### config.mk
export PLATFORM = sky130hd
export DESIGN_NAME = multidrop_slave_frame_responder_top
export DESIGN_NICKNAME = d
export VERILOG_FILES = /design/src/rtl/core/mdsr_pkg.sv /design/src/rtl/core/multidrop_slave_frame_responder_top.sv /design/src/rtl/core/mdsr_ctrl.sv /design/src/rtl/core/mdsr_dp.sv
export SDC_FILE = /design/constraint.sdc
export NUM_CORES = 1
export LEC_CHECK = 0
export ABC_CLOCK_PERIOD_IN_PS = 2800
export BUFFER_PORTS_ARGS = -buffer_cell sky130_fd_sc_hd__buf_2
export CORE_MARGIN = 2
export CORE_UTILIZATION = 56
export CTS_CLUSTER_SIZE = 14
export DETAILED_ROUTE_END_ITERATION = 16
export HOLD_SLACK_MARGIN = 0.12
export PLACE_DENSITY_LB_ADDON = 0.15
export SKIP_CTS_REPAIR_TIMING = 1
export SYNTH_ARGS = -nofsm -noshare
export SYNTH_HDL_FRONTEND = slang
export SYNTH_SLANG_ARGS = --single-unit
### constraint.sdc
create_clock -name clk -period 2.8 [get_ports clk]
set_input_delay 0.14 -clock clk [delete_from_list [all_inputs] [get_ports clk]]
set_output_delay 0.14 -clock clk [all_outputs]
set_load 0.005 [all_outputs]
### src/rtl/core/mdsr_pkg.sv
// Shared types, constants and control structs of the multidrop slave frame responder.
package mdsr_pkg;

  // Default largest data length held in the frame store
  localparam int MDSR_MAX_DATA_DEF = 8;

  // Station address after reset
  localparam logic [7:0] STATION_RESET = 8'h02;

  // Master address, slave address and length lead every frame
  localparam logic [8:0] HEAD_BYTES = 9'd3;
  // Head bytes plus checksum
  localparam logic [8:0] FRAME_OVERHEAD = 9'd4;

  // Received word
  typedef struct packed {
    logic [7:0] rx_byte;
    logic       address_mark;
  } mdsr_in_t;

  // Transmitted word
  typedef struct packed {
    logic [7:0] tx_byte;
    logic       tx_address_mark;
    logic       frame_ok;
    logic       last_byte;
  } mdsr_out_t;

  // Controller to datapath
  typedef struct packed {
    logic take_addr;    // matching address word: queue the address reply
    logic take_data;    // data word inside a frame: store, count, sum
    logic start_reply;  // frame complete: prime the reply readout
    logic emit_good;    // send next word of a good-frame reply
    logic emit_bad;     // send next word of a bad-frame reply
  } mdsr_cmd_t;

  // Datapath to controller
  typedef struct packed {
    logic data_byte;    // incoming word has its ninth bit clear
    logic addr_hit;     // incoming word is our address
    logic frame_end;    // incoming word is the frame's checksum
    logic frame_good;   // checksum matches and length fits
    logic out_free;     // output register can take a word this cycle
    logic last_good;    // next good-reply word is the closing sum
    logic last_bad;     // next bad-reply word is the last one
  } mdsr_stat_t;

endpackage

### src/rtl/core/multidrop_slave_frame_responder_top.sv
// Top level of the multidrop slave frame responder.
//
//  channel | direction | handshake         | word
//  in_     | input     | in_valid/in_stall | mdsr_in_t (rx_byte, address_mark)
//  out_    | output    | out_valid/out_stall | mdsr_out_t (tx_byte, marks, flags)
//  cfg_    | input     | cfg_valid/cfg_ready | station address, 8 bits
//
// A received word is taken unless in_stall is high; the matching address reply
// is loaded into the output register in that same cycle.
// A good frame's reply (length + 3 words) leaves at one word per cycle while the
// output is not stalled, paced by the frame store's single registered read port;
// a bad frame's reply takes 3. The input is stalled while a reply runs, and when
// idle while the output register holds a stalled word.
// Reset is synchronous; the frame store needs no clearing pass after it.
module multidrop_slave_frame_responder_top
  import mdsr_pkg::*;
#(
  parameter int MAX_DATA = MDSR_MAX_DATA_DEF
) (
  input  logic       clk,
  input  logic       rst_n,
  input  logic       in_valid,
  output logic       in_stall,
  input  mdsr_in_t   in_data,
  output logic       out_valid,
  input  logic       out_stall,
  output mdsr_out_t  out_data,
  input  logic       cfg_valid,
  output logic       cfg_ready,
  input  logic [7:0] cfg_data
);

  mdsr_cmd_t  cmd;
  mdsr_stat_t stat;

  // Station register always takes a write
  assign cfg_ready = 1'b1;

  mdsr_ctrl u_ctrl (
    .clk      (clk),
    .rst_n    (rst_n),
    .in_valid (in_valid),
    .in_stall (in_stall),
    .stat     (stat),
    .cmd      (cmd)
  );

  mdsr_dp #(
    .MAX_DATA (MAX_DATA)
  ) u_dp (
    .clk       (clk),
    .rst_n     (rst_n),
    .cfg_we    (cfg_valid && cfg_ready),
    .cfg_data  (cfg_data),
    .in_data   (in_data),
    .out_stall (out_stall),
    .out_valid (out_valid),
    .out_data  (out_data),
    .cmd       (cmd),
    .stat      (stat)
  );

endmodule

### src/rtl/core/mdsr_ctrl.sv
// Link-mode state machine of the multidrop slave frame responder.
module mdsr_ctrl
  import mdsr_pkg::*;
(
  input  logic       clk,
  input  logic       rst_n,
  input  logic       in_valid,
  output logic       in_stall,
  input  mdsr_stat_t stat,
  output mdsr_cmd_t  cmd
);

  localparam logic [2:0] S_IDLE      = 3'd0;
  localparam logic [2:0] S_FRAME     = 3'd1;
  localparam logic [2:0] S_CLOSE     = 3'd2;
  localparam logic [2:0] S_SEND_GOOD = 3'd3;
  localparam logic [2:0] S_SEND_BAD  = 3'd4;

  logic [2:0] state_r;
  logic [2:0] state_nxt;

  // Next state, commands and input stall
  always_comb begin
    state_nxt = state_r;
    cmd       = '0;
    in_stall  = 1'b1;
    unique case (state_r)
      S_FRAME: begin
        in_stall = 1'b0;
        if (in_valid && stat.data_byte) begin
          cmd.take_data = 1'b1;
          if (stat.frame_end) begin
            cmd.start_reply = 1'b1;
            state_nxt = stat.frame_good ? S_SEND_GOOD : S_SEND_BAD;
          end
        end
      end
      S_CLOSE: begin
        // closing frame is framed but never answered
        in_stall = 1'b0;
        if (in_valid && stat.data_byte) begin
          cmd.take_data = 1'b1;
          if (stat.frame_end) begin
            state_nxt = S_IDLE;
          end
        end
      end
      S_SEND_GOOD: begin
        if (stat.out_free) begin
          cmd.emit_good = 1'b1;
          if (stat.last_good) begin
            state_nxt = S_CLOSE;
          end
        end
      end
      S_SEND_BAD: begin
        if (stat.out_free) begin
          cmd.emit_bad = 1'b1;
          if (stat.last_bad) begin
            state_nxt = S_FRAME;
          end
        end
      end
      default: begin
        // idle, and any unused code behaves as idle
        state_nxt = S_IDLE;
        in_stall  = !stat.out_free;
        if (in_valid && stat.out_free && stat.addr_hit) begin
          cmd.take_addr = 1'b1;
          state_nxt = S_FRAME;
        end
      end
    endcase
  end

  always_ff @(posedge clk) begin
    if (!rst_n) begin
      state_r <= S_IDLE;
    end else begin
      state_r <= state_nxt;
    end
  end

  // No input word is taken while a reply runs
  a_stall_in_reply: assert property (@(posedge clk) disable iff (!rst_n)
    (state_r == S_SEND_GOOD || state_r == S_SEND_BAD) |-> in_stall)
    else $error("input taken during reply");

  // A completed frame outside the closing mode always leads into a reply
  a_reply_follows: assert property (@(posedge clk) disable iff (!rst_n)
    cmd.start_reply |=> (state_r == S_SEND_GOOD || state_r == S_SEND_BAD))
    else $error("frame end without reply");

  // Good reply ends in the closing mode
  a_good_to_close: assert property (@(posedge clk) disable iff (!rst_n)
    (cmd.emit_good && stat.last_good) |=> state_r == S_CLOSE)
    else $error("good reply did not enter closing mode");

endmodule

### src/rtl/core/mdsr_dp.sv
// Datapath: station register, frame store, byte count, sums and output register.
module mdsr_dp
  import mdsr_pkg::*;
#(
  parameter int MAX_DATA = MDSR_MAX_DATA_DEF
) (
  input  logic       clk,
  input  logic       rst_n,
  input  logic       cfg_we,
  input  logic [7:0] cfg_data,
  input  mdsr_in_t   in_data,
  input  logic       out_stall,
  output logic       out_valid,
  output mdsr_out_t  out_data,
  input  mdsr_cmd_t  cmd,
  output mdsr_stat_t stat
);

  localparam int DEPTH = MAX_DATA + 4;
  localparam int SW    = $clog2(DEPTH);
  localparam int KW    = $clog2(MAX_DATA + 3);

  logic [7:0]  station_r;
  logic [8:0]  byte_count_r, byte_count_nxt;
  logic [7:0]  running_sum_r, running_sum_nxt;
  logic [7:0]  len_r, len_nxt;
  logic [7:0]  store_mem [DEPTH];
  logic [7:0]  rd_data_r;
  logic [KW-1:0] k_r, k_nxt;
  logic [7:0]  reply_sum_r, reply_sum_nxt;
  logic        out_valid_r, out_valid_nxt;
  mdsr_out_t   out_data_r, out_data_nxt;

  logic [8:0]    cnt_inc;
  logic [8:0]    frame_len;
  logic [8:0]    pf_idx;
  logic          pf_ok;
  logic          wr_ok;

  assign cnt_inc   = byte_count_r + 9'd1;
  assign frame_len = {1'b0, len_r} + FRAME_OVERHEAD;
  assign pf_idx    = 9'(k_r) + 9'd2;
  assign pf_ok     = pf_idx < 9'(DEPTH);
  assign wr_ok     = byte_count_r < 9'(DEPTH);

  // Status towards the controller
  always_comb begin
    stat.data_byte  = !in_data.address_mark;
    stat.addr_hit   = in_data.address_mark && (in_data.rx_byte == station_r);
    // length is known once the head is in
    stat.frame_end  = (byte_count_r >= HEAD_BYTES) && (cnt_inc == frame_len);
    stat.frame_good = (len_r <= 8'(MAX_DATA)) && (running_sum_r == in_data.rx_byte);
    stat.out_free   = !out_valid_r || !out_stall;
    stat.last_good  = 9'(k_r) == ({1'b0, len_r} + 9'd2);
    stat.last_bad   = k_r == KW'(2);
  end

  // Frame counting and summing
  always_comb begin
    byte_count_nxt  = byte_count_r;
    running_sum_nxt = running_sum_r;
    len_nxt         = len_r;
    if (cmd.take_addr) begin
      byte_count_nxt  = '0;
      running_sum_nxt = '0;
    end else if (cmd.take_data) begin
      if (byte_count_r == 9'd2) begin
        len_nxt = in_data.rx_byte;
      end
      if (stat.frame_end) begin
        byte_count_nxt  = '0;
        running_sum_nxt = '0;
      end else begin
        byte_count_nxt  = cnt_inc;
        running_sum_nxt = running_sum_r + in_data.rx_byte;
      end
    end
  end

  // Reply sequencing and output register
  always_comb begin
    k_nxt         = k_r;
    reply_sum_nxt = reply_sum_r;
    out_valid_nxt = out_valid_r && out_stall;
    out_data_nxt  = out_data_r;
    if (cmd.start_reply) begin
      k_nxt         = '0;
      reply_sum_nxt = '0;
    end
    if (cmd.take_addr) begin
      out_valid_nxt = 1'b1;
      out_data_nxt  = '{tx_byte: station_r, tx_address_mark: 1'b1,
                        frame_ok: 1'b0, last_byte: 1'b1};
    end else if (cmd.emit_good) begin
      out_valid_nxt = 1'b1;
      k_nxt         = k_r + KW'(1);
      reply_sum_nxt = reply_sum_r + rd_data_r;
      if (stat.last_good) begin
        out_data_nxt = '{tx_byte: reply_sum_r, tx_address_mark: 1'b0,
                         frame_ok: 1'b1, last_byte: 1'b1};
      end else begin
        out_data_nxt = '{tx_byte: rd_data_r, tx_address_mark: 1'b0,
                         frame_ok: 1'b1, last_byte: 1'b0};
      end
    end else if (cmd.emit_bad) begin
      // slave address, zero, then their sum (the address again)
      out_valid_nxt = 1'b1;
      k_nxt         = k_r + KW'(1);
      out_data_nxt  = '{tx_byte: (k_r == KW'(1)) ? 8'h00 : rd_data_r,
                        tx_address_mark: 1'b0, frame_ok: 1'b0,
                        last_byte: stat.last_bad};
    end
  end

  // Frame store: one write, one registered read
  always_ff @(posedge clk) begin
    if (cmd.take_data && wr_ok) begin
      store_mem[byte_count_r[SW-1:0]] <= in_data.rx_byte;
    end
    if (cmd.start_reply) begin
      rd_data_r <= store_mem[SW'(1)];
    end else if (cmd.emit_good && pf_ok) begin
      rd_data_r <= store_mem[pf_idx[SW-1:0]];
    end
  end

  // Payload registers
  always_ff @(posedge clk) begin
    len_r       <= len_nxt;
    k_r         <= k_nxt;
    reply_sum_r <= reply_sum_nxt;
    out_data_r  <= out_data_nxt;
  end

  // Control registers
  always_ff @(posedge clk) begin
    if (!rst_n) begin
      station_r     <= STATION_RESET;
      byte_count_r  <= '0;
      running_sum_r <= '0;
      out_valid_r   <= 1'b0;
    end else begin
      if (cfg_we) begin
        station_r <= cfg_data;
      end
      byte_count_r  <= byte_count_nxt;
      running_sum_r <= running_sum_nxt;
      out_valid_r   <= out_valid_nxt;
    end
  end

  assign out_valid = out_valid_r;
  assign out_data  = out_data_r;

  // Address reply carries the station address with the ninth bit set
  a_addr_reply: assert property (@(posedge clk) disable iff (!rst_n)
    cmd.take_addr |=> out_valid_r && out_data_r.tx_address_mark &&
                      out_data_r.last_byte && out_data_r.tx_byte == $past(station_r))
    else $error("bad address reply");

  // Closing sum word of a good reply is flagged last
  a_good_last: assert property (@(posedge clk) disable iff (!rst_n)
    (cmd.emit_good && stat.last_good) |=> out_valid_r && out_data_r.last_byte &&
                                          out_data_r.frame_ok)
    else $error("good reply not closed");

  // Byte count never runs past the frame's end
  a_count_bound: assert property (@(posedge clk) disable iff (!rst_n)
    (byte_count_r > HEAD_BYTES) |-> (byte_count_r < frame_len))
    else $error("byte count beyond frame end");

endmodule

**Yosys cells after proc, flatten, opt, wreduce, memory -nomap -nowiden**

Memories as Yosys holds them, arrays and structs flattened.
Cells that the tools add are included.

- Bitwise operators: 2
- Eq/ne operators: 19
- Div/mod/pow operators: 0
- Reductions and logical operators: 23
- Order comparisons: 4
- Multipliers: 0
- Mux-type cells: 43
- Add/sub/neg operators: 7
- Shifts and indexed selects: 0

Operators with widths:

| kind | number |
|---|---|
| $mux W8 | 7 |
| $mux W11 | 4 |
| $mux W3 | 9 |
| $lt A9 B4 Y1 const B | 2 |
| $add A8 B8 Y8 | 2 |
| $eq A8 B8 Y1 | 2 |
| $mux W4 | 4 |
| $mux W1 | 14 |
| $pmux W3 S4 | 1 |
| $add A8 B2 Y9 const B | 1 |
| $add A8 B3 Y9 const B | 1 |
| $add A9 B1 Y9 const B | 1 |
| $eq A4 B9 Y1 | 1 |
| $eq A9 B2 Y1 const B | 1 |
| $eq A9 B9 Y1 | 1 |
| $ge A9 B2 Y1 const B | 1 |
| $logic_and A1 B1 Y1 | 9 |
| $mux W9 | 1 |
| $le A8 B4 Y1 const B | 1 |
| $ne A2 B1 Y1 const B | 4 |
| $ne A2 B2 Y1 const B | 4 |
| $reduce_and A8 Y1 | 1 |
| $eq A3 B2 Y1 const B | 2 |
| $reduce_or A2 Y1 | 3 |
| other kinds (15) | 21 |

- Bits in registers: 68
- RAM bits: 96
- Memories: 1
- Bits in latches: 0
- Bits of input ports: 22
- ROM bits: 0

Memories:

| memory | depth | width | read ports | clocked after Yosys merged registers in | write ports | RTL line | source |
|---|---|---|---|---|---|---|---|
| u_dp.store_mem | 12 | 8 | 2 | 0 | 1 | mdsr_dp.sv:27 | `logic [7:0] store_mem [DEPTH];` |

**Depth between registers and ports, before layout**

Gate-level depths: netlist of run 1.

- Word-level depth: 10
- Gate-level depth with buffers: 11

**Modules after synthesis**

A second synthesis of run 1 with hierarchy kept.

- Cell total of the unflattened synthesis: 652
- Area total of the unflattened synthesis: 8,060.2 um^2

Modules (own cells, without submodules):

| module | area an instance (um^2) | cells an instance | times used |
|---|---|---|---|
| mdsr_dp | 7,771.2 | 613 | 1 |
| mdsr_ctrl | 277.8 | 37 | 1 |
| multidrop_slave_frame_responder_top | 11.3 | 2 | 1 |

**Worst setup path after synthesis of run 1**

OpenSTA, ideal clock, no wires.

- Path type: flip-flop to flip-flop
- Start: register u_dp.len_r[2]
- End: register u_dp.rd_data_r[0] (enable)
- Arrival: 2.488 ns
- Required time: 2.474 ns
- Stages on the path, launching flop included: 10
- Setup slack: -0.014 ns
- Path through: edfxtp_1 > ha_1 > xor2_1 > nor3_1 > o221ai_2 > a2111oi_4 > and4_4 > buf_12 > buf_12 > a21o_1

- Longest elaborated chain between the ends: 7

Ends and longest elaborated chain:

| element | RTL line | source |
|---|---|---|
| start, declared | mdsr_dp.sv:26 | `logic [7:0] len_r, len_nxt;` |
| start signal, assigned | mdsr_dp.sv:129 | `len_r <= len_nxt;` |
| $add A8 B3 Y9 | mdsr_dp.sv:41 | `assign frame_len = {1'b0, len_r} + FRAME_OVERHEAD;` |
| $eq A9 B9 Y1 | mdsr_dp.sv:51 | `stat.frame_end = (byte_count_r >= HEAD_BYTES) && (cnt_inc == frame_len);` |
| $logic_and A1 B1 Y1 | mdsr_dp.sv:51 |  |
| $mux W1 | mdsr_ctrl.sv:32 | `if (stat.frame_end) begin` |
| $mux W2 | mdsr_ctrl.sv:30 | `if (in_valid && stat.data_byte) begin` |
| $mux W1 | mdsr_ctrl.sv:27 | `unique case (state_r)` |
| $reduce_bool A2 Y1 (no source line) | -- |  |
| end signal, assigned | mdsr_dp.sv:121 | `rd_data_r <= store_mem[SW'(1)];` |
| end signal, assigned | mdsr_dp.sv:123 | `rd_data_r <= store_mem[pf_idx[SW-1:0]];` |
| end, declared | mdsr_dp.sv:28 | `logic [7:0] rd_data_r;` |

Every way passes these cells.
A chain may end at the register's enable or synchronous reset.

**Worst setup path in the final report of run 1**

- Start: register u_dp.len_r[2]
- End: register u_dp.rd_data_r[3] (data pin)

- Longest elaborated chain between the ends: 7

Ends and longest elaborated chain:

| element | RTL line | source |
|---|---|---|
| $add A8 B3 Y9 | mdsr_dp.sv:41 |  |
| $eq A9 B9 Y1 | mdsr_dp.sv:51 |  |
| $logic_and A1 B1 Y1 | mdsr_dp.sv:51 |  |
| $mux W1 | mdsr_ctrl.sv:32 |  |
| $mux W2 | mdsr_ctrl.sv:30 |  |
| $mux W1 | mdsr_ctrl.sv:27 |  |
| $mux W8 | mdsr_dp.sv:120 | `if (cmd.start_reply) begin` |

Every way passes these cells.

==> results by group, run 1 <==
Synth
  • Library cells used by synthesis: 66
  • Yosys warns: 0
  • Synth Cell Area: 8125 µm²
  • Ys flop type: edfxtp_1
  • Top cell type's share of synthesized area: 44.35%
  • Post-synth EDFFs: 120
  • Post-synth top area cell: edfxtp_1
  • Sequential fraction of the synthesis area: 55.19%
  • Top post-synthesis cells by area: edfxtp_1 44%, dfxtp_1 11%, mux4_2 6.7%, ha_1 3.8%, mux2i_1 3.2%
  • Synth Instances: 654
  • Synth cell count leaders: 120 x edfxtp_1, 52 x nand2_1, 44 x dfxtp_1
  • Syn_nets: 703
  • Syn Area/Cell: 12.42 µm²
  • Async SR Flop Fraction: 0%
  • Synth Register Bits: 164
  • Most frequent cell after synthesis: edfxtp_1

Global routing
  • GRT busiest layer: met2
  • M3 GR Usage: 4.081%
  • Grt met1 use: 33.57%
  • Pin count of the biggest net entering global routing: 31
  • First-pass GRT wire length: 28.55 mm
  • GRT Total Usage: 23.98%
  • Initial antenna violation count: 0
  • GR Overflow Total: 0
  • Met2 usage: 38.32%
  • Vias in the first global route: 5,326

STA
  • Period Utilization, post-route: 95.32%
  • Final Setup Violations: 0
  • Setup WS post-layout: 131.1 ps
  • Fmax: 0.3747 GHz
  • Worst slew margin: 55.23%
  • Actual slew at the worst max-slew pin: 669.9 ps
  • Final hold vios: 0
  • Minimum clock period: 2669 ps
  • Final setup TNS: 0 ps
  • WHS: 160.9 ps
  • Slew Viols, Final: 0
  • Clock skew: 8.462 ps
  • Unrepaired setup endpoints after global routing: yes

Cells and area
  • Final Core Density: 64.87%
  • Nets@finish: 760
  • Design area: 9321 µm²
  • Area Overhead vs Synth: 14.72%
  • Share of layout cells above drive strength 1: 20.89%
  • Antenna cells: 0

Power
  • Psw: 0.001254 W
  • Lkg Pwr: 3.506 nW
  • Net switching fraction of the power: 23.15%
  • Seq pwr share: 48.7%
  • Peak supply drop: 470.7 µV
  • Cell Pwr Density: 581.3 nW/µm²
  • Share of power burned in the clock network: 43.5%
  • Internal: 0.004164 W
  • Logic pwr share: 7.8%

Flow run
  • MaxCap Viol Count: 0

Worst setup path
  • CP Launch Type: register
  • Crit path capture type: register
  • Worst-path cell chain: buf_4 > inv_1 > ha_1 > nand4_1 > nor2_1 > o221ai_2 > a2111oi_4 > and4_4 > buf_12 > o21ai_2
  • R2R Path End: u_dp.rd_data_r[3]$_DFFE_PP_
  • Crit path max-delay cell type: a2111oi_4
  • Minimum setup slack among reg-to-reg paths: 130 ps
  • Class of the most critical setup path: register to register
  • Maximum fanout along the worst path: 16
  • Data arrival, critical path: 2850 ps
  • Critical path required time: 2980 ps
  • R2R depth: 10
  • Worst path bufs/invs: 3
  • Reg2Reg Launch Point: u_dp.len_r[2]$_DFFE_PP_
  • CP max stage delay: 410 ps
  • Delay-heaviest family, CP: simple AND/OR/NAND/NOR gates

Clock tree
  • Clock Tree Buf Depth: 2
  • Clk slew on worst S/H paths: 70 ps
  • Clk root buf: clkbuf_16
  • CTS sink count: 164
  • Number of buffers created by CTS: 17
  • Worst skew pair latency: 430 ps
  • # H-tree levels: 4
  • CTS tree: built

Die
  • Die height: 124.5 µm
  • Starting Density: 56.55%
  • Row count: 44
  • Die span in x: 124.5 µm
  • Die area: 15,490 µm²
  • I/O pin cnt: 36
  • Core area: 14,370 µm²

Routing
  • Detailed-route via count: 5,440
  • Residual DRC: 0
  • Initial drt markers: 571
  • Post-DRT Antenna Nets: 0
  • Final WL: 17.90 mm
  • Vias per cell: 5.998
  • Pre-antenna DRT Iters: 5
  • Drt wl/cell: 19.73 µm

Placement
  • Placed cell area: 8518 µm²
  • Pre-CTS setup slack: 131.2 ps
  • RePlAce Congestion: 0.9652
  • Buffers on Ports: 34
  • Hpwl dp: 12.35 mm

Outcome
  • Outcome: finished clean

Worst hold path
  • Hold EP: u_dp.store_mem[0][0]$_DFFE_PP_
  • Worst hold-check path type: primary input to register
  • Cells on Worst Hold Path: 1
  • Hold path start: in_data[1]
[how the worst max path moves through the flow]
stage	startpoint	endpoint	slack (ps)	depth (start not counted)
3_5_place_dp	u_dp.len_r[2]$_DFFE_PP_	u_dp.rd_data_r[4]$_DFFE_PP_	130	8
4_1_cts	u_dp.len_r[2]$_DFFE_PP_	u_dp.rd_data_r[4]$_DFFE_PP_	120	8
2_1_floorplan	u_dp.len_r[2]$_DFFE_PP_	u_dp.rd_data_r[0]$_DFFE_PP_	110	9
3_3_place_gp	u_dp.len_r[2]$_DFFE_PP_	u_dp.rd_data_r[4]$_DFFE_PP_	190	8
6_report	u_dp.len_r[2]$_DFFE_PP_	u_dp.rd_data_r[3]$_DFFE_PP_	130	10
5_1_grt	u_dp.len_r[2]$_DFFE_PP_	u_dp.rd_data_r[4]$_DFFE_PP_	-10	10
[placed cells by master (no fill, tap or decap), drive strengths merged, types with 5 or more instances in the layout]
cell type / Yosys / layout
mux2i: 26 / 26
clkbuf: 18 / 17
edfxtp: 120 / 120
dlygate4sd3: 0 / 18
xor2: 14 / 14
xnor2: 25 / 25
dfxtp: 44 / 44
buf: 16 / 54
mux2: 8 / 8
a21oi: 38 / 38
nor3: 9 / 9
inv: 19 / 26
and2: 20 / 20
nand2b: 8 / 8
nand2: 60 / 60
a31oi: 7 / 7
a21o: 6 / 6
ha: 25 / 25
nand3: 28 / 28
nor2: 34 / 34
nand4: 10 / 10
o22ai: 9 / 9
nor2b: 12 / 12
o21ai: 24 / 24
nor4: 5 / 5
mux4: 24 / 24
[through the flow]
| step | power [W] | cells |
|---|---|---|
| after floorplan | 0.002960 | 654 |
| after global placement | 0.003084 | 858 |
| after detailed placement | 0.003097 | 858 |
| after CTS | 0.005429 | 889 |
| after global routing | 0.005588 | 907 |
| final | 0.005419 | 907 |
[registers in the layout, summed over array words and instances, names as in the netlist]
| register | cells |
|---|---|
| u_ctrl.state_r | 3 |
| u_dp.byte_count_r | 9 |
| u_dp.k_r | 4 |
| u_dp.len_r | 8 |
| u_dp.out_data | 11 |
| u_dp.out_valid | 1 |
| u_dp.rd_data_r | 8 |
| u_dp.reply_sum_r | 8 |
| u_dp.running_sum_r | 8 |
| u_dp.station_r | 8 |
| u_dp.store_mem | 96 |
[cell type report]
class                   count  area, µm²
clock buffers              17      425.4
well taps                 184      230.2
multi-input cells         437       3425
clock inverters            14      170.2
flip-flops and latches    164       4487
repair buffers             72      513.0
inverters                  19      71.32
fillers                  1055       5047
[power by group through the flow]
stage | combinational, W | sequential (W) | clock [W]
final | 0.000423 | 0.00264 | 0.00236
after global routing | 0.000461 | 0.00264 | 0.00249
after CTS | 0.000407 | 0.00264 | 0.00238
after detailed placement | 0.000405 | 0.00269 | 0
after global placement | 0.000393 | 0.00269 | 0
after floorplan | 0.000271 | 0.00269 | 0
[per-layer routing]
| metal | share of wire, % | up-vias |
|---|---|---|
| met5 | 0 | - |
| li1 | - | 2550 |
| met4 | 2.0 | 0 |
| met2 | 48 | 201 |
| met3 | 5.6 | 30 |
| met1 | 44 | 2659 |
[cells by family (layout without fill, tap and decap cells)]
kind of cell	after synthesis	count (layout)	share of synthesized area, %
other	1	1	0.04615
DFF	164	164	55.19
muxes	58	58	10.96
adders and majority gates	27	27	4.342
AOI/OAI and AO/OA	111	111	9.255
xor gates and xnor gates	40	40	4.727
and+or+nand+nor	200	200	12.40
buffers and inverters	53	122	3.080
Note: power is estimated with default switching activity, not from simulation.
==> inputs of run 2 (changes only) <==
Settings changed: CORE_UTILIZATION 56 to 58, CTS_BUF_LIST set to sky130_fd_sc_hd__clkbuf_4, PLACE_DENSITY set to 0.79, PLACE_DENSITY_LB_ADDON 0.15 to not set.
==> run 2 against run 1 <==
Critical path depth shrank 1. Die area shrank 3.3%. Non-clock buffer count grew 18. Via count grew 2.1%. Clock-buffer cell count is the same. Combinational power grew 4%. Utilization grew 1.8 points. Clock skew grew 16 ps. Flip-flop and latch count is the same.
==> results by group, run 2 (synthesized netlist as in run 1, its figures left out) <==
Flow run
  • MaxCap Viol Count: 0 (unchanged)

Worst setup path
  • Worst path bufs/invs: 2 (was 3)
  • Critical path required time: 3140 ps (was 2980 ps)
  • Maximum fanout along the worst path: 16 (unchanged)
  • CP Launch Type: register (unchanged)
  • CP max stage delay: 430 ps (was 410 ps)
  • Minimum setup slack among reg-to-reg paths: 100 ps (was 130 ps)
  • Crit path capture type: register (unchanged)
  • Data arrival, critical path: 3040 ps (was 2850 ps)
  • Worst-path cell chain: buf_4 > ha_1 > nand4_1 > nor2_1 > o221ai_2 > a2111oi_4 > and4_4 > buf_12 > o21ai_2 (was buf_4 > inv_1 > ha_1 > nand4_1 > nor2_1 > o221ai_2 > a2111oi_4 > and4_4 > buf_12 > o21ai_2)
  • Delay-heaviest family, CP: simple AND/OR/NAND/NOR gates (unchanged)
  • Class of the most critical setup path: register to register (unchanged)
  • Crit path max-delay cell type: a2111oi_4 (unchanged)

Cells and area
  • Nets@finish: 778 (was 760)
  • Design area: 9181 µm² (was 9321 µm²)
  • Most frequent cells in the layout: 120 x edfxtp_1, 52 x nand2_1, 42 x dfxtp_1 (unchanged)
  • Share of layout cells above drive strength 1: 20.51% (was 20.89%)
  • Commonest non-fill, non-tap cell in the layout: edfxtp_1 (unchanged)
  • Final std cells w/o fill: 922 (was 907)
  • Max FFs per register: 96 (unchanged)
  • Area Overhead vs Synth: 13.00% (was 14.72%)
  • Fill count: 991 (was 1,055)

Placement
  • Inst Count DP: 854 (was 858)
  • Hpwl dp: 12.38 mm (was 12.35 mm)
  • Pre-CTS setup slack: 66.36 ps (was 131.2 ps)
  • Buffers on Ports: 34 (unchanged)
  • Placed cell area: 8513 µm² (was 8518 µm²)
  • RePlAce Congestion: 0.8981 (was 0.9652)

Global routing
  • Pin count of the biggest net entering global routing: 31 (unchanged)
  • GR Overflow Total: 0 (unchanged)
  • GRT Total Usage: 24.36% (was 23.98%)
  • Vias in the first global route: 5,148 (was 5,326)
  • First-pass GRT wire length: 26.78 mm (was 28.55 mm)
  • Initial antenna violation count: 1 (was 0)

Clock tree
  • CTS tree: built (unchanged)
  • Clock Tree Buf Depth: 2 (unchanged)
  • CTS sink count: 164 (unchanged)
  • Number of buffers created by CTS: 17 (unchanged)
  • # H-tree levels: 4 (unchanged)
  • Clk root buf: clkbuf_4 (was clkbuf_16)
  • Worst skew pair latency: 590 ps (was 430 ps)
  • Clk slew on worst S/H paths: 140 ps (was 70 ps)

STA
  • Slew Viols, Final: 0 (unchanged)
  • Fmax: 0.3698 GHz (was 0.3747 GHz)
  • Minimum clock period: 2704 ps (was 2669 ps)
  • Worst slew margin: 55.67% (was 55.23%)
  • Setup WS post-layout: 95.98 ps (was 131.1 ps)
  • Final hold vios: 0 (unchanged)
  • Actual slew at the worst max-slew pin: 663.4 ps (was 669.9 ps)
  • Clock skew: 24.11 ps (was 8.462 ps)
  • Period Utilization, post-route: 96.57% (was 95.32%)
  • Final Setup Violations: 0 (unchanged)

Die
  • Row count: 43 (was 44)
  • Die span in x: 122.4 µm (was 124.5 µm)
  • Core area: 13,770 µm² (was 14,370 µm²)
  • I/O pin cnt: 36 (unchanged)
  • Die height: 122.4 µm (was 124.5 µm)
  • Starting Density: 58.99% (was 56.55%)
  • Die area: 14,970 µm² (was 15,490 µm²)

Routing
  • Detailed-route via count: 5,553 (was 5,440)
  • Residual DRC: 0 (unchanged)
  • Post-DRT Antenna Nets: 0 (unchanged)
  • Initial drt markers: 497 (was 571)
  • Drt wl/cell: 19.42 µm (was 19.73 µm)
  • Final WL: 17.91 mm (was 17.90 mm)
  • Vias per cell: 6.023 (was 5.998)
  • Pre-antenna DRT Iters: 5 (unchanged)

Power
  • Peak supply drop: 367.1 µV (was 470.7 µV)
  • Lkg Pwr: 3.442 nW (was 3.506 nW)
  • Cell Pwr Density: 492.5 nW/µm² (was 581.3 nW/µm²)
  • Final total power: 0.004522 W (was 0.005419 W)

Worst hold path
  • Worst hold-check path type: primary input to register (unchanged)

Outcome
  • Outcome: finished clean (unchanged)
==> run 2: metrics by stage <==
stage	util, %	hold WS, ps	setup TNS [ps]
2_1_floorplan	-	238.9	0
3_3_place_gp	61.81	362.7	0
3_5_place_dp	61.81	390.1	0
4_1_cts	63.91	-219.3	0
5_1_grt	66.66	152.9	-18.95
6_report	66.66	149.4	0
==> run 2: where the power goes <==
part           switching [W]  total (W)  internal [W]  leakage, nW
sequential         0.0000155    0.00264       0.00262         1.44
combinational       0.000223   0.000441      0.000218         1.85
clock               0.000890    0.00144      0.000553        0.158
total                0.00113    0.00452       0.00339         3.44
==> run 2: cell type report <==
type / count / area (µm²) / share of cell area (%)
Antenna cell: 1 / 2.502 / 0.02726
Inverter: 19 / 71.32 / 0.7768
Multi-Input combinational cell: 437 / 3418 / 37.23
Timing Repair Buffer: 90 / 688.2 / 7.495
Sequential cell: 164 / 4487 / 48.87
Tap cell: 180 / 225.2 / 2.453
Clock inverter: 14 / 161.4 / 1.758
Clock buffer: 17 / 127.6 / 1.390
==> run 2: path summary, 6_finish.rpt <==
check | start | to | depth (start not counted)
setup reg to reg | u_dp.len_r[3]$_DFFE_PP_ | u_dp.rd_data_r[5]$_DFFE_PP_ | 9
setup / recovery | u_dp.len_r[3]$_DFFE_PP_ | u_dp.rd_data_r[5]$_DFFE_PP_ | 9
hold / removal | in_data[0] | u_dp.reply_sum_r[0]$_DFF_P_ | 4
hold reg to reg | u_dp.running_sum_r[5]$_SDFFE_PP0P_ | u_dp.running_sum_r[5]$_SDFFE_PP0P_ | 2
==> run 2: tightest hold or removal path, stage by stage <==
cell and delay, ps:
buf_2 90, nor2b_1 50, and4_4 200, o31ai_1 210
==> run 2: layer usage <==
metal  vias to the layer above  part of all wire (%)  global-route usage [%]
li1                       2585                     -                       -
met1                      2757                    42                   32.06
met2                       187                    51                   40.10
met3                        24                   5.3                   5.576
met4                         0                   1.8                   8.261
met5                         -                     0                       0
